`src/hdl/bpcs_pkg.sv`:
```
`timescale 1ns / 1ps
package bpcs_pkg;

   localparam int MAX_OBJECTS_DEF = 64;

   // configuration register indexes
   localparam logic REG_MIN_PEOPLE = 1'b0;
   localparam logic REG_MAX_DIST   = 1'b1;

   localparam logic [6:0]  MIN_PEOPLE_RST = 7'd2;
   localparam logic [15:0] MAX_DIST_RST   = 16'd1600;

   // one stored box
   typedef struct packed {
      logic signed [15:0] x;
      logic signed [15:0] y;
      logic [14:0]        w;
      logic [14:0]        h;
   } obj_type;

   typedef enum logic [3:0] {
      S_LOAD,
      S_SEED_CHK,
      S_POP,
      S_UREAD,
      S_UBOX,
      S_SCAN,
      S_DRAIN,
      S_AREA,
      S_PICK,
      S_OUT
   } state_type;

   // controller to datapath
   typedef struct packed {
      logic load;
      logic frame_start;
      logic seed_next;
      logic seed_open;
      logic pop;
      logic ubox;
      logic issue;
      logic area;
      logic pick;
      logic emit;
   } cmd_type;

   // datapath to controller
   typedef struct packed {
      logic seed_done;
      logic seed_visited;
      logic stack_empty;
      logic pipe_busy;
      logic scan_last;
      logic out_full;
   } status_type;

endpackage

```
`src/hdl/bpcs_ctrl.sv`:
```
`timescale 1ns / 1ps
module bpcs_ctrl (
   input  logic                 clock,
   input  logic                 reset,
   input  logic                 req_valid,
   input  logic                 req_last_object,
   output logic                 req_ready,
   input  bpcs_pkg::status_type status,
   output bpcs_pkg::cmd_type    cmd
);

   bpcs_pkg::state_type state_ff, state_in;

   always_ff @(posedge clock) begin
      if (reset) begin
         state_ff <= bpcs_pkg::S_LOAD;
      end else begin
         state_ff <= state_in;
      end
   end

   // next state
   always_comb begin
      state_in = state_ff;
      unique case (state_ff)
         bpcs_pkg::S_LOAD: begin
            if (req_valid && req_last_object) state_in = bpcs_pkg::S_SEED_CHK;
         end
         bpcs_pkg::S_SEED_CHK: begin
            if (status.seed_done)          state_in = bpcs_pkg::S_OUT;
            else if (!status.seed_visited) state_in = bpcs_pkg::S_POP;
         end
         bpcs_pkg::S_POP:   state_in = bpcs_pkg::S_UREAD;
         bpcs_pkg::S_UREAD: state_in = bpcs_pkg::S_UBOX;
         bpcs_pkg::S_UBOX:  state_in = bpcs_pkg::S_SCAN;
         bpcs_pkg::S_SCAN: begin
            if (status.scan_last) state_in = bpcs_pkg::S_DRAIN;
         end
         bpcs_pkg::S_DRAIN: begin
            if (!status.pipe_busy) begin
               state_in = status.stack_empty ? bpcs_pkg::S_AREA : bpcs_pkg::S_POP;
            end
         end
         bpcs_pkg::S_AREA: state_in = bpcs_pkg::S_PICK;
         bpcs_pkg::S_PICK: state_in = bpcs_pkg::S_SEED_CHK;
         bpcs_pkg::S_OUT: begin
            if (!status.out_full) state_in = bpcs_pkg::S_LOAD;
         end
         default: state_in = bpcs_pkg::S_LOAD;
      endcase
   end

   // commands
   always_comb begin
      cmd             = '0;
      req_ready       = (state_ff == bpcs_pkg::S_LOAD);
      cmd.load        = req_ready && req_valid;
      cmd.frame_start = cmd.load && req_last_object;
      cmd.seed_next   = ((state_ff == bpcs_pkg::S_SEED_CHK) && !status.seed_done &&
                         status.seed_visited) || (state_ff == bpcs_pkg::S_PICK);
      cmd.seed_open   = (state_ff == bpcs_pkg::S_SEED_CHK) && !status.seed_done &&
                        !status.seed_visited;
      cmd.pop         = (state_ff == bpcs_pkg::S_POP);
      cmd.ubox        = (state_ff == bpcs_pkg::S_UBOX);
      cmd.issue       = (state_ff == bpcs_pkg::S_SCAN);
      cmd.area        = (state_ff == bpcs_pkg::S_AREA);
      cmd.pick        = (state_ff == bpcs_pkg::S_PICK);
      cmd.emit        = (state_ff == bpcs_pkg::S_OUT) && !status.out_full;
   end

endmodule

```
`config.mk`:
```
export PLATFORM = sky130hd
export DESIGN_NAME = bpcs_ctrl
export DESIGN_NICKNAME = d
export VERILOG_FILES = /design/src/hdl/bpcs_pkg.sv /design/src/hdl/bpcs_ctrl.sv
export SDC_FILE = /design/constraint.sdc
export NUM_CORES = 1
export LEC_CHECK = 0
export BUFFER_PORTS_ARGS = -buffer_cell sky130_fd_sc_hd__buf_4
export CAP_MARGIN = 25
export CORE_AREA = 2 2 39 41
export CTS_CLUSTER_SIZE = 10
export DETAILED_ROUTE_END_ITERATION = 16
export DIE_AREA = 0 0 41 43
export GPL_TIMING_DRIVEN = 0
export SYNTH_ARGS = -nofsm -noshare
export SYNTH_HDL_FRONTEND = slang
export SYNTH_SLANG_ARGS = --single-unit
```
`constraint.sdc`:
```
create_clock -name clock -period 3.9 [get_ports clock]
set_input_delay 0.78 -clock clock [delete_from_list [all_inputs] [get_ports clock]]
set_output_delay 0.78 -clock clock [all_outputs]
set_load 0.05 [all_outputs]
```
Word level (Yosys, flattened, before mapping)
Index checks and enable logic that the tools add are counted.
{"block": "classes", "reduce_logical": 13, "n_eq_ne": 14, "muxes": 8}
{"cell": "$pmux 4 s10", "count": 1}
{"cell": "$mux 4", "count": 6}
{"cell": "$eq 4x3->1 const B", "count": 4}
{"cell": "$eq 4x2->1 const B", "count": 2}
{"cell": "$eq 4x4->1 const B", "count": 2}
{"cell": "$logic_and 1x1->1", "count": 7}
{"cell": "$ne 2x2->1 const B", "count": 3}
{"cell": "$reduce_and 5->1", "count": 1}
{"cell": "$eq 4x1->1 const B", "count": 1}
{"cell": "$logic_not 4->1", "count": 1}
{"cell": "$logic_not 1->1", "count": 3}
{"cell": "$mux 3", "count": 1}
{"cell": "$ne 3x3->1 const B", "count": 1}
{"cell": "$ne 2x1->1 const B", "count": 1}
{"cell": "$logic_or 1x1->1", "count": 1}
{"block": "totals", "input_bits": 10, "elab_cells": 36, "regBits": 4}

Longest topological paths before layout
{"block": "depth", "ltp_word": 4, "depth_mapped": 5}

Least setup slack after synthesis
Ideal clock, no wire load.
{"block": "synth_path", "kind": "register -> output", "start": "register state_ff[2]", "end": "output port cmd[8] (netlist name)", "path_stages_with_launch": 3, "setup_slack_ns": 0.362, "t_required_ns": 3.120, "n_path_buf": 0, "arrival_ns": 2.758, "path_cell_list": "dfxtp_1 nor4_1 and3_1"}
{"element": "start, declared", "line": "bpcs_ctrl.sv:12", "source": "bpcs_pkg::state_type state_ff, state_in;"}
{"element": "start signal, assigned", "line": "bpcs_ctrl.sv:16", "source": "state_ff <= bpcs_pkg::S_LOAD;"}
{"element": "start signal, assigned", "line": "bpcs_ctrl.sv:18", "source": "state_ff <= state_in;"}
{"element": "end, declared", "line": "bpcs_ctrl.sv:9", "source": "output bpcs_pkg::cmd_type cmd"}

==> impl_metrics.yaml <==
timing:
  finalWorstPathRequiredPeriod_ns: 2.327
  f_max_mhz: 429.7
  finClkSkew_ns: 0.003546
  setup_total_negative_slack_ns: 0
  max_slew.worst_pin.slew_ns: 0.5698
  setup-violations-final: 0
  worst_slack_ns: 1.573
  timing.final.hold_violations: 0
  grt_setup_unrepaired: "false"
  finalCritPeriodShare_pct: 59.68
  finalMaxSlewViolations: 0
  slew_headroom_pct: 61.66
synth:
  syn-cell-area_um2: 461.7
  synth_sequential_area_ratio_pct: 17.34
  dominantRegCellSynth: "sky130_fd_sc_hd__dfxtp_1"
  syn_nets: 65
  netlist_top_cells_area: "sky130_fd_sc_hd__dfxtp_1 (17%), sky130_fd_sc_hd__and2b_2 (5.7%), sky130_fd_sc_hd__or2b_2 (5.7%)"
  synth_enable_flop_cells: 0
  yosysTopAreaCellShare_pct: 17.34
  synth_cells: 55
  synthArstFlopShare_pct: 0
  netlist.top_cell.by_area: "sky130_fd_sc_hd__dfxtp_1"
  synth_warnings: 0
  synth_cell_type_count: 36
  ys_ff_latch: 4
  mean_syn_cell_area_um2: 8.394
critical_path:
  critPathMaxStageDelay_ns: 0.55
  reg2reg_to: "state_ff[1]"
  slowest_stage: "sky130_fd_sc_hd__nor4_1"
  critPathKind: "flip-flop to output port"
  worst_r2r_startpoint: "state_ff[1]"
  critical-path-top-delay-family: "simple AND/OR/NAND/NOR gates"
  r2r.worst_path.cells: 4
  setup.worst_path.end_class: "output port"
  critical_path.n_buffers_inverters: 1
  critical_path_at_ns: 1.55
  cp-start-kind: "flip-flop"
  worst-endpoint-required_ns: 3.12
  worstPathCellList: "nor4_1, and3_1, buf_4"
  rrSetupSlack_ns: 2.28
  crit_path_max_fanout: 6
clock_tree:
  clockRootBuffer: "sky130_fd_sc_hd__clkbuf_4"
  post-cts-setup-buffers: 0
  htree_num_levels: 1
  cts.repair.resized: 0
  cts.sinks: 4
  cts_hold_buf: 0
  cts_buffer_depth: 2
  cts_tree: "yes"
  clock_latency_ns: 0.23
  clock_transition_at_the_registers_of_the_reported_paths_ns: 0.03
  cts-buffers-inserted: 3
route:
  drt-vias-per-instance: 5.138
  route.antenna.remaining_nets: 0
  detail_route.wirelength_mm: 1.098
  drt_pass1_iterations: 3
  drt_drc_violations_left: 0
  drt_iter0_drc: 3
  avgRoutedWirePerCell_um: 11.68
  dr_total_vias: 483
finish:
  multiInputGateArea_um2: 334.1
  ff_latch_area_um2: 80.08
  drive_gt1_share_pct: 48.72
  antennaDiodeCount: 0
  reg.largest.list: "state_ff x4"
  finish.net_count: 90
  utilization_pct: 47.29
  most_frequent_cells_in_the_layout: "sky130_fd_sc_hd__buf_4 (21), sky130_fd_sc_hd__nand2_1 (4), sky130_fd_sc_hd__dfxtp_1 (4)"
  count_of_filler_cells_inserted_in_the_layout: 135
  largest_register_ff_count: 4
  areaGrowthSynthToFinish_pct: 41.73
  layout_commonest_cell: "sky130_fd_sc_hd__buf_4"
  regMostFlops: "state_ff"
floorplanning:
  start_util_pct: 33.36
  rows: 14
  floorplan.io_pins: 21
  die_x_um: 41
  floorplan.die_area_um2: 1763
  area_of_the_core_region_um2: 1384
  die_h_um: 43
run_status:
  outcome: "completed"
global_routing:
  largest_net_degree_at_the_start_of_global_routing: 11
  grt_pass1_vias: 448
  grt.total_usage_pct: 14.56
  grt_pass1_wl_mm: 1.821
  grt-ovfl-total: 0
  grt_antenna_before_repair: 0
pwr:
  power_per_cell_area_nw_per_um2: 409.7
  p_leak_nw: 0.2871
  ir_drop_mv: 0.1592
placed_design:
  number_of_i_o_port_buffers: 20
  place_worst_setup_slack_ns: 1.570
  place.gp.congestion: 0.8094
  dp_hpwl_um: 886.2
run:
  timing.max_cap.violations: 0
min_path:
  timing.hold.worst_endpoint: "state_ff[1]"
  min_delay_path_depth: 2
  hold_path.class: "flip-flop to flip-flop"
  hp-start: "state_ff[1]"
[worst reg2reg max path: cells and delay by family (launching register included)]
kind,cells,cell delay (ns)
flip-flops,1,0.37
AND/OR/NAND/NOR,1,0.56
AO/OA/AOI/OAI,3,0.59
[synth_stat cells, types with 2 or more instances]
cell	count
sky130_fd_sc_hd__nor3_1	3
sky130_fd_sc_hd__a21oi_1	2
sky130_fd_sc_hd__or2b_2	3
sky130_fd_sc_hd__and2b_2	3
sky130_fd_sc_hd__mux2i_1	2
sky130_fd_sc_hd__dfxtp_1	4
sky130_fd_sc_hd__nor4_1	3
sky130_fd_sc_hd__a31oi_1	2
sky130_fd_sc_hd__nand2_1	4
sky130_fd_sc_hd__inv_1	3
[stage by stage]
stage / hold WS [ns] / std cells / power (mW) / area [µm²]
final: 0.6377 / 94 / 0.2681 / 654.4
after global routing: 0.6854 / 94 / 0.2869 / 654.4
after CTS: 0.6319 / 94 / 0.2717 / 654.4
after detailed placement: 0.6307 / 91 / 0.2201 / 631.9
after global placement: 0.6397 / 91 / 0.2202 / 631.9
after floorplan: 0.5457 / 55 / 0.1791 / 461.7
[logic make-up after synthesis]
logic type             count (synthesis)  share of synthesized area (%)
AND/OR/NAND/NOR                       29                          44.18
flip-flops                             4                          17.34
multiplexers                           2                          4.336
buffers and inverters                  7                          10.30
AO/OA/AOI/OAI                         13                          23.85
[worst max path at each step]
stage / from / end / cells after the start
floorplan: state_ff[2] / cmd[8] / 2
CTS: state_ff[0] / cmd[7] / 4
finish: state_ff[2] / cmd[8] / 3
detailed placement: status[5] / cmd[7] / 4
global route: state_ff[0] / cmd[7] / 4
global placement: status[5] / cmd[7] / 4
[final cells by class]
class / instances / share of cell area, %
multi-input cells: 44 / 51.05
repair buffers: 20 / 22.94
flip-flops and latches: 4 / 12.24
plain buffers: 4 / 5.545
clock buffers: 3 / 3.442
well taps: 16 / 3.059
inverters: 3 / 1.721
[report_power, final]
group          internal, mW  total, mW  switching (mW)
clock                0.0342     0.0487          0.0144
combinational        0.0683      0.165          0.0968
sequential           0.0467     0.0543         0.00766
[layer usage]
layer	global-route usage (%)	share of wire, %	vias to the layer above
met3	1.571	3.8	0
li1	-	-	258
met1	18.97	46	217
met2	22.50	50	8
met5	0	0	-
met4	7.333	0	0
Power figures use the tool's default switching activity.
